**src/hw/rtl/rstg_pkg.sv**
```systemverilog
package rstg_pkg;

    localparam int MAX_RUN_DEFAULT = 64;

    localparam int REFRESH_W  = 20;
    localparam int STEP_W     = 20;
    localparam int COUNT_W    = 7;
    localparam int HTOT_W     = 16;
    localparam int VTOT_W     = 16;
    localparam int CEIL_W     = 20;
    localparam int PCLK_W     = 43;
    localparam int LRATE_W    = 27;
    localparam int CFG_IDX_W  = 3;
    localparam int CFG_DATA_W = 20;

    localparam int RATE_DIVISOR = 2000;
    localparam int CLOCK_LIMIT  = 655350000;

    localparam logic [CFG_IDX_W-1:0] CFG_H_TOTAL            = 3'd0;
    localparam logic [CFG_IDX_W-1:0] CFG_V_TOTAL            = 3'd1;
    localparam logic [CFG_IDX_W-1:0] CFG_INTERLACED         = 3'd2;
    localparam logic [CFG_IDX_W-1:0] CFG_ADVERTISED_CEILING = 3'd3;
    localparam logic [CFG_IDX_W-1:0] CFG_ESTIMATED_CEILING  = 3'd4;

    typedef struct packed {
        logic [REFRESH_W-1:0] start_refresh;
        logic [STEP_W-1:0]    step_size;
        logic [COUNT_W-1:0]   max_count;
    } req_t;

    typedef struct packed {
        logic [REFRESH_W-1:0] refresh_rate;
        logic [PCLK_W-1:0]    dot_clock;
        logic [LRATE_W-1:0]   line_rate;
        logic                 advertised;
        logic                 clock_in_limit;
        logic                 truncated;
        logic                 last;
    } res_t;

endpackage

```
**src/hw/rtl/refresh_sweep_timing_generator.sv**
```systemverilog
// a taken request steps through pick, line and pixel multiply, a wait on the line divide,
// pixel divide, a wait on the pixel divide and emit; the ceiling word adds a ceiling pick
// step; each word runs the divide by 2000 twice, six 9-bit reciprocal steps per pass
// busy stays high for the whole run; the receiver cannot stall, results strobe one cycle
// reset clears configuration, sequencer and divider control; no clearing pass
module refresh_sweep_timing_generator #(
    parameter int MAX_RUN = rstg_pkg::MAX_RUN_DEFAULT
) (
    input  logic                            clk,
    input  logic                            rst_n,
    input  logic                            start,
    output logic                            busy,
    input  logic                            cfg_we,
    input  logic [rstg_pkg::CFG_IDX_W-1:0]  cfg_index,
    input  logic [rstg_pkg::CFG_DATA_W-1:0] cfg_data,
    input  rstg_pkg::req_t                  request,
    output logic                            result_strobe,
    output rstg_pkg::res_t                  result
);
    import rstg_pkg::*;

    localparam int CNT_W      = $clog2(MAX_RUN + 1);
    localparam int VF_W       = VTOT_W + 1;
    localparam int LNUM_W     = REFRESH_W + VF_W;
    localparam int PNUM_W     = LNUM_W + HTOT_W;
    localparam int DIV_W      = PNUM_W + 1;
    localparam int REM_W      = $clog2(RATE_DIVISOR);
    localparam int DIV_CHUNK  = 9;
    localparam int DIV_STEPS  = DIV_W / DIV_CHUNK;
    localparam int DCNT_W     = $clog2(DIV_STEPS);
    localparam int DIV_PART_W = REM_W + DIV_CHUNK;
    localparam int RECIP_SHIFT = 32;
    localparam int RECIP_W    = 22;
    localparam int PROD_W     = DIV_PART_W + RECIP_W;
    localparam int PC_W       = 4;
    localparam int DIV_ROUND  = RATE_DIVISOR - 1;

    localparam logic [RECIP_W-1:0] DIV_RECIP =
        RECIP_W'(((64'd1 << RECIP_SHIFT) + 64'(RATE_DIVISOR - 1)) / 64'(RATE_DIVISOR));

    localparam logic [PC_W-1:0] STEP_IDLE      = 4'd0;
    localparam logic [PC_W-1:0] STEP_PICK      = 4'd1;
    localparam logic [PC_W-1:0] STEP_MUL_LINE  = 4'd2;
    localparam logic [PC_W-1:0] STEP_MUL_PIX   = 4'd3;
    localparam logic [PC_W-1:0] STEP_WAIT_LINE = 4'd4;
    localparam logic [PC_W-1:0] STEP_DIV_PIX   = 4'd5;
    localparam logic [PC_W-1:0] STEP_WAIT_PIX  = 4'd6;
    localparam logic [PC_W-1:0] STEP_EMIT      = 4'd7;
    localparam logic [PC_W-1:0] STEP_NEXT      = 4'd8;
    localparam logic [PC_W-1:0] STEP_CEIL      = 4'd9;

    typedef enum logic [2:0] {
        OP_NOP,
        OP_LOAD,
        OP_PICK_SWEEP,
        OP_PICK_CEIL,
        OP_MUL_LINE,
        OP_MUL_PIX,
        OP_DIV_PIX,
        OP_EMIT
    } op_t;

    typedef enum logic [2:0] {
        COND_NONE,
        COND_ALWAYS,
        COND_NOT_GO,
        COND_LOOP_END,
        COND_DIV_BUSY,
        COND_FINAL
    } cond_t;

    typedef struct packed {
        op_t             op;
        cond_t           cond;
        logic [PC_W-1:0] target;
    } ctrl_t;

    function automatic ctrl_t microcode(input logic [PC_W-1:0] pc);
        ctrl_t w;
        case (pc)
            STEP_IDLE:      w = '{OP_LOAD,       COND_NOT_GO,   STEP_IDLE};
            STEP_PICK:      w = '{OP_PICK_SWEEP, COND_LOOP_END, STEP_CEIL};
            STEP_MUL_LINE:  w = '{OP_MUL_LINE,   COND_NONE,     STEP_IDLE};
            STEP_MUL_PIX:   w = '{OP_MUL_PIX,    COND_NONE,     STEP_IDLE};
            STEP_WAIT_LINE: w = '{OP_NOP,        COND_DIV_BUSY, STEP_WAIT_LINE};
            STEP_DIV_PIX:   w = '{OP_DIV_PIX,    COND_NONE,     STEP_IDLE};
            STEP_WAIT_PIX:  w = '{OP_NOP,        COND_DIV_BUSY, STEP_WAIT_PIX};
            STEP_EMIT:      w = '{OP_EMIT,       COND_FINAL,    STEP_IDLE};
            STEP_NEXT:      w = '{OP_NOP,        COND_ALWAYS,   STEP_PICK};
            STEP_CEIL:      w = '{OP_PICK_CEIL,  COND_ALWAYS,   STEP_MUL_LINE};
            default:        w = '{OP_NOP,        COND_ALWAYS,   STEP_IDLE};
        endcase
        return w;
    endfunction

    // configuration
    logic [HTOT_W-1:0] h_total_reg, h_total_next;
    logic [VTOT_W-1:0] v_total_reg, v_total_next;
    logic              interlaced_reg, interlaced_next;
    logic [CEIL_W-1:0] adv_ceil_reg, adv_ceil_next;
    logic [CEIL_W-1:0] est_ceil_reg, est_ceil_next;

    // sequencer and divider control
    logic [PC_W-1:0]   pc_reg, pc_next;
    logic              strobe_reg, strobe_next;
    logic              div_busy_reg, div_busy_next;
    logic [DCNT_W-1:0] div_cnt_reg, div_cnt_next;

    // datapath
    logic [REFRESH_W:0]   refresh_reg, refresh_next;
    logic [STEP_W-1:0]    step_reg, step_next;
    logic [CNT_W-1:0]     limit_reg, limit_next;
    logic [CNT_W-1:0]     n_reg, n_next;
    logic [REFRESH_W-1:0] cand_reg, cand_next;
    logic                 tail_reg, tail_next;
    logic                 trunc_reg, trunc_next;
    logic [LNUM_W-1:0]    line_num_reg, line_num_next;
    logic [PNUM_W-1:0]    pix_num_reg, pix_num_next;
    logic [LRATE_W-1:0]   line_reg, line_next;
    logic [DIV_W-1:0]     div_num_reg, div_num_next;
    logic [REM_W-1:0]     div_rem_reg, div_rem_next;
    res_t                 result_reg, result_next;

    ctrl_t                 ctrl;
    logic                  go;
    logic                  loop_end;
    logic                  final_cand;
    logic                  cond_hit;
    logic [VF_W-1:0]       vf;
    logic [CNT_W-1:0]      limit_sat;
    logic [DIV_PART_W-1:0] div_part;
    logic [PROD_W-1:0]     div_prod;
    logic [DIV_CHUNK-1:0]  div_q;
    logic [DIV_PART_W-1:0] div_left;
    logic                  div_start;
    logic [DIV_W-1:0]      div_operand;

    assign ctrl = microcode(pc_reg);
    assign busy = (pc_reg != STEP_IDLE);
    assign result_strobe = strobe_reg;
    assign result = result_reg;

    // vertical factor 2*v_total + interlaced
    assign vf = {v_total_reg, interlaced_reg};

    assign go = start
        && (request.start_refresh != '0)
        && (request.step_size != '0)
        && (request.max_count != '0)
        && (est_ceil_reg >= request.start_refresh);

    assign limit_sat = (request.max_count > COUNT_W'(MAX_RUN)) ? CNT_W'(MAX_RUN)
                                                               : CNT_W'(request.max_count);

    assign loop_end = (refresh_reg > {1'b0, est_ceil_reg})
        || (({1'b0, n_reg} + (CNT_W+1)'(1)) >= {1'b0, limit_reg});

    // a swept word that lands on the ceiling closes the run, as does the ceiling word
    assign final_cand = tail_reg || (cand_reg == est_ceil_reg);

    always_comb
    begin
        case (ctrl.cond)
            COND_NONE:     cond_hit = 1'b0;
            COND_ALWAYS:   cond_hit = 1'b1;
            COND_NOT_GO:   cond_hit = !go;
            COND_LOOP_END: cond_hit = loop_end;
            COND_DIV_BUSY: cond_hit = div_busy_reg;
            COND_FINAL:    cond_hit = final_cand;
            default:       cond_hit = 1'b1;
        endcase
    end

    assign pc_next = cond_hit ? ctrl.target : (pc_reg + PC_W'(1));

    // one quotient digit: partial remainder times reciprocal, then back-multiply
    assign div_part = {div_rem_reg, div_num_reg[DIV_W-1 -: DIV_CHUNK]};
    assign div_prod = PROD_W'(div_part) * PROD_W'(DIV_RECIP);
    assign div_q    = div_prod[RECIP_SHIFT +: DIV_CHUNK];
    assign div_left = div_part - (DIV_PART_W'(div_q) * DIV_PART_W'(RATE_DIVISOR));

    always_comb
    begin
        h_total_next    = h_total_reg;
        v_total_next    = v_total_reg;
        interlaced_next = interlaced_reg;
        adv_ceil_next   = adv_ceil_reg;
        est_ceil_next   = est_ceil_reg;
        refresh_next    = refresh_reg;
        step_next       = step_reg;
        limit_next      = limit_reg;
        n_next          = n_reg;
        cand_next       = cand_reg;
        tail_next       = tail_reg;
        trunc_next      = trunc_reg;
        line_num_next   = line_num_reg;
        pix_num_next    = pix_num_reg;
        line_next       = line_reg;
        result_next     = result_reg;
        strobe_next     = 1'b0;
        div_start       = 1'b0;
        div_operand     = '0;

        if (cfg_we)
        begin
            case (cfg_index)
                CFG_H_TOTAL:            h_total_next    = cfg_data[HTOT_W-1:0];
                CFG_V_TOTAL:            v_total_next    = cfg_data[VTOT_W-1:0];
                CFG_INTERLACED:         interlaced_next = cfg_data[0];
                CFG_ADVERTISED_CEILING: adv_ceil_next   = cfg_data[CEIL_W-1:0];
                CFG_ESTIMATED_CEILING:  est_ceil_next   = cfg_data[CEIL_W-1:0];
                default:                ;
            endcase
        end

        case (ctrl.op)
            OP_LOAD:
            begin
                if (go)
                begin
                    refresh_next = {1'b0, request.start_refresh};
                    step_next    = request.step_size;
                    limit_next   = limit_sat;
                    n_next       = '0;
                end
            end
            OP_PICK_SWEEP:
            begin
                cand_next = refresh_reg[REFRESH_W-1:0];
                tail_next = 1'b0;
            end
            OP_PICK_CEIL:
            begin
                cand_next  = est_ceil_reg;
                tail_next  = 1'b1;
                trunc_next = (refresh_reg <= {1'b0, est_ceil_reg});
            end
            OP_MUL_LINE:
            begin
                line_num_next = LNUM_W'(cand_reg) * LNUM_W'(vf);
            end
            OP_MUL_PIX:
            begin
                pix_num_next = PNUM_W'(line_num_reg) * PNUM_W'(h_total_reg);
                div_start    = 1'b1;
                div_operand  = DIV_W'(line_num_reg) + DIV_W'(DIV_ROUND);
            end
            OP_DIV_PIX:
            begin
                line_next   = div_num_reg[LRATE_W-1:0];
                div_start   = 1'b1;
                div_operand = DIV_W'(pix_num_reg) + DIV_W'(DIV_ROUND);
            end
            OP_EMIT:
            begin
                strobe_next                = 1'b1;
                result_next.refresh_rate   = cand_reg;
                result_next.dot_clock      = div_num_reg[PCLK_W-1:0];
                result_next.line_rate      = line_reg;
                result_next.advertised     = (cand_reg <= adv_ceil_reg);
                result_next.clock_in_limit = (div_num_reg <= DIV_W'(CLOCK_LIMIT));
                result_next.truncated      = tail_reg && trunc_reg;
                result_next.last           = final_cand;
                if (!tail_reg)
                begin
                    n_next       = n_reg + CNT_W'(1);
                    refresh_next = refresh_reg + {1'b0, step_reg};
                end
            end
            default: ;
        endcase
    end

    // divide by the rate divisor, one 9-bit digit per cycle, most significant first
    always_comb
    begin
        div_num_next  = div_num_reg;
        div_rem_next  = div_rem_reg;
        div_cnt_next  = div_cnt_reg;
        div_busy_next = div_busy_reg;
        if (div_start)
        begin
            div_num_next  = div_operand;
            div_rem_next  = '0;
            div_cnt_next  = DCNT_W'(DIV_STEPS - 1);
            div_busy_next = 1'b1;
        end
        else if (div_busy_reg)
        begin
            div_num_next = {div_num_reg[DIV_W-DIV_CHUNK-1:0], div_q};
            div_rem_next = div_left[REM_W-1:0];
            if (div_cnt_reg == '0)
            begin
                div_busy_next = 1'b0;
            end
            else
            begin
                div_cnt_next = div_cnt_reg - DCNT_W'(1);
            end
        end
    end

    always_ff @(posedge clk or negedge rst_n)
    begin
        if (!rst_n)
        begin
            h_total_reg    <= '0;
            v_total_reg    <= '0;
            interlaced_reg <= 1'b0;
            adv_ceil_reg   <= '0;
            est_ceil_reg   <= '0;
            pc_reg         <= STEP_IDLE;
            strobe_reg     <= 1'b0;
            div_busy_reg   <= 1'b0;
            div_cnt_reg    <= '0;
        end
        else
        begin
            h_total_reg    <= h_total_next;
            v_total_reg    <= v_total_next;
            interlaced_reg <= interlaced_next;
            adv_ceil_reg   <= adv_ceil_next;
            est_ceil_reg   <= est_ceil_next;
            pc_reg         <= pc_next;
            strobe_reg     <= strobe_next;
            div_busy_reg   <= div_busy_next;
            div_cnt_reg    <= div_cnt_next;
        end
    end

    always_ff @(posedge clk)
    begin
        refresh_reg  <= refresh_next;
        step_reg     <= step_next;
        limit_reg    <= limit_next;
        n_reg        <= n_next;
        cand_reg     <= cand_next;
        tail_reg     <= tail_next;
        trunc_reg    <= trunc_next;
        line_num_reg <= line_num_next;
        pix_num_reg  <= pix_num_next;
        line_reg     <= line_next;
        div_num_reg  <= div_num_next;
        div_rem_reg  <= div_rem_next;
        result_reg   <= result_next;
    end

    a_strobe_from_emit: assert property (@(posedge clk) disable iff (!rst_n)
        result_strobe |-> ($past(pc_reg) == STEP_EMIT))
        else $error("result word without emit step");

    a_div_only_while_waiting: assert property (@(posedge clk) disable iff (!rst_n)
        div_busy_reg |-> ((pc_reg == STEP_WAIT_LINE) || (pc_reg == STEP_WAIT_PIX)))
        else $error("divider running outside a wait step");

    a_last_ends_run: assert property (@(posedge clk) disable iff (!rst_n)
        (result_strobe && result.last) |-> !busy)
        else $error("run still busy after last word");

    a_trunc_only_on_last: assert property (@(posedge clk) disable iff (!rst_n)
        (result_strobe && !result.last) |-> !result.truncated)
        else $error("truncated set on a word that is not last");

    a_run_needs_start: assert property (@(posedge clk) disable iff (!rst_n)
        $rose(busy) |-> $past(start))
        else $error("run began without a start");

endmodule
```
**config.mk**
```make
export PLATFORM = sky130hd
export DESIGN_NAME = refresh_sweep_timing_generator
export DESIGN_NICKNAME = d
export VERILOG_FILES = /design/src/hw/rtl/rstg_pkg.sv /design/src/hw/rtl/refresh_sweep_timing_generator.sv
export SDC_FILE = /design/constraint.sdc
export NUM_CORES = 2
export LEC_CHECK = 0
export BUFFER_PORTS_ARGS = -buffer_cell sky130_fd_sc_hd__buf_2
export CAP_MARGIN = 25
export CORE_MARGIN = 8
export CORE_UTILIZATION = 50
export CTS_CLUSTER_DIAMETER = 200
export DETAILED_ROUTE_END_ITERATION = 6
export HOLD_SLACK_MARGIN = 0.02
export MAX_ROUTING_LAYER = met4
export PLACE_DENSITY = 0.68
export SLEW_MARGIN = 30
export SYNTH_ARGS = -nofsm -noshare
export SYNTH_HDL_FRONTEND = slang
export SYNTH_SLANG_ARGS = --single-unit
```
**constraint.sdc**
```tcl
create_clock -name clk -period 16.6 [get_ports clk]
set_input_delay 1.66 -clock clk [delete_from_list [all_inputs] [get_ports clk]]
set_output_delay 1.66 -clock clk [all_outputs]
set_load 0.02 [all_outputs]
```
==> results.sh <==
export IMPL_synth_compound_area_frac=0.0639
export IMPL_synth_simple_area_share=0.132
export IMPL_synth_cells=5494
export IMPL_dp_cells=6869
export IMPL_worstHoldEndpoint="result[14]"
export IMPL_cts_sinks=435
export IMPL_cts_setup_buffers=0
export IMPL_port_buffers=169
export IMPL_grt_max_degree=76
export IMPL_hold_slack_ps=417
export IMPL_path_class="flop to flop"
export IMPL_syn_to_final_growth_pct=7.00
export IMPL_clkTransAtPathRegs_ps=60
export IMPL_relSlewSlack=0.306
export IMPL_synth_top_family_by_area="adder cells"
export IMPL_vias_per_cell=5.48
export IMPL_synth_commonest_cells="1069 x inv_1, 854 x nand2_1, 846 x fa_1"
export IMPL_min_path_type="flop to flop"
export IMPL_syn_area_per_cell_um2=9.90
export IMPL_synth_area_leaders="fa_1 31%, edfxtp_1 19%, ha_1 12%, inv_1 7.4%, nand2_1 5.9%"
export IMPL_crit_arrival_ps=9540
export IMPL_drive_gt1_frac=0.0710
export IMPL_antenna_found_initial=10
export IMPL_worstPathRequired_ps=17090
export IMPL_core_area_um2=108000
export IMPL_period_share=0.545
export IMPL_slowest_stage="edfxtp_1"
export IMPL_ys_types=80
export IMPL_yosysMostFrequentCell="inv_1"
export IMPL_initial_core_util=0.502
export IMPL_routed_wl_um=138000
export IMPL_worstSkewPairLatency_ps=650
export IMPL_grt_pass1_vias=40900
export IMPL_synth_area_mux_share=0.0132
export IMPL_finalCoreUtilization=0.537
export IMPL_die_area_um2=120000
export IMPL_gp_congestion=0.955
export IMPL_htreeDepth=2
export IMPL_critPathMaxFanout=8
export IMPL_status="completed"
export IMPL_min_path_cells=0
export IMPL_synth_xor_area_frac=0.0371
export IMPL_cp_end_kind="flop"
export IMPL_hold_buffers=0
export IMPL_synth_area_um2=54400
export IMPL_finalSetupViolCount=0
export IMPL_fin_worst_skew_ps=38.3
export IMPL_path_buf_inv=4
export IMPL_netlist_area_leader_share=0.311
export IMPL_syn_nets=6936
export IMPL_worstReg2RegStart="div_num_reg[53]"
export IMPL_ys_warn_count=0
export IMPL_yosysSeqAreaShare=0.231
export IMPL_grt_overflow=0
export IMPL_root_buffer="clkbuf_16"
export IMPL_ys_ff_latch=435
export IMPL_hold_viol=0
export IMPL_grt_pass1_wl_um=222000
export IMPL_synth_adder_area_share=0.432
export IMPL_fin_tns_setup_ps=0
export IMPL_detailroute_via_count=38200
export IMPL_ys_flop_type="edfxtp_1"
export IMPL_num_io_pins=170
export IMPL_die_y_um=346
export IMPL_clockBufferDepth=3
export IMPL_cpPeakStageDelay_ps=630
export IMPL_fin_cells=6969
export IMPL_r2r_cells=33
export IMPL_synth_enable_flop_cells=342
export IMPL_slew_violations=0
export IMPL_grt_use_total=0.239
export IMPL_r2r_end="div_rem_reg[10]"
export IMPL_cts_buffers=50
export IMPL_ctsResizeCount=0
export IMPL_reg2reg_slack_ps=7550
export IMPL_ant_nets=0
export IMPL_critPathLaunchType="flop"
export IMPL_yosysTopAreaCell="fa_1"
export IMPL_worstMarginPinSlew_ps=1040
export IMPL_ys_async_sr_fraction=0.189
export IMPL_layout_nets=6951
export IMPL_placementRows=121
export IMPL_largest_register_ffs=94
export IMPL_period_needed_ps=9050
export IMPL_rsz0062_at_grt="false"
export IMPL_dpl_hpwl_um=106000
export IMPL_die_x_um=346
export IMPL_drt_iter0_markers=2408
export IMPL_path_common_cell="ha_1"
export IMPL_hp_start="line_reg[10]"
export IMPL_drv_cap=0
export IMPL_fmax_mhz=110
export IMPL_routedWlPerCell_um=19.7
export IMPL_cpLargestDelayFamily="adder cells"
export IMPL_dr_pass1_iters=7
export IMPL_cts_tree="done"
export IMPL_drcViolationCount=0
[kinds of logic (layout without fill, tap and decap cells)]
kind of cell,count (synthesis),count (layout)
xor+xnor,228,228
fa+ha+maj,1369,1369
other cells,0,6
flops,435,435
mux,65,65
compound gates,521,521
buf+inv,1329,1384
simple gates,1547,1547
[per-stage QoR]
step | worst slack [ps] | cell area [um2]
CTS | 7570 | 58200
global placement | 7630 | 56500
global route | 7000 | 58200
floorplan | 8470 | 54400
finish | 7550 | 58200
detailed placement | 7600 | 56500
[routing by layer]
layer  global-route usage  vias to the layer above  part of all wire
li1                     -                    17300                 -
met1                0.309                    19300              0.43
met2                0.385                     1310              0.47
met3               0.0407                      274             0.069
met4               0.0783                        0             0.034
met5                    -                        -                 0
[how the worst max path moves through the flow]
stage / endpoint / depth (start not counted) / slack [ps] / from
final: div_rem_reg[10] / 33 / 7550 / div_num_reg[53]
after global routing: div_rem_reg[10] / 34 / 7000 / div_num_reg[47]
after CTS: div_rem_reg[10] / 34 / 7570 / div_num_reg[47]
after detailed placement: div_rem_reg[10] / 35 / 7600 / div_num_reg[50]
after global placement: div_rem_reg[10] / 35 / 7630 / div_num_reg[50]
after floorplan: div_rem_reg[10] / 35 / 8470 / div_num_reg[50]
[final cells by class]
cell class	instances	area, um2
Multi-Input combinational cell	3730	36900
Sequential cell	435	12600
Clock buffer	62	1330
Antenna cell	6	15.0
Clock inverter	30	344
Fill cell	9637	50200
Timing Repair Buffer	223	1260
Inverter	1069	4020
Tap cell	1414	1770
[layout by cell type, fill, tap and decap left out, types with 17 or more instances in the layout]
master	Yosys	layout
nor2b_1	34	34
buf_4	0	53
nor3_1	30	29
nand4_1	35	35
dfrtp_1	82	77
a21o_1	77	77
o21bai_1	18	17
nor2_1	121	120
a21oi_1	112	112
mux2_2	54	54
o21ai_0	127	126
nand2b_1	22	22
xor2_1	86	86
edfxtp_1	342	342
fa_1	846	846
nor4_1	21	21
ha_1	522	522
nand2_1	854	853
o221ai_1	36	36
clkbuf_16	0	50
and2_1	284	284
inv_1	1069	1067
xnor2_1	140	140
o21a_1	30	30
buf_2	0	168
nand3_1	75	75
and3_1	34	34
Power is not shown: default switching activity piles up to over one toggle a cycle in this logic, so the estimate is an artifact.
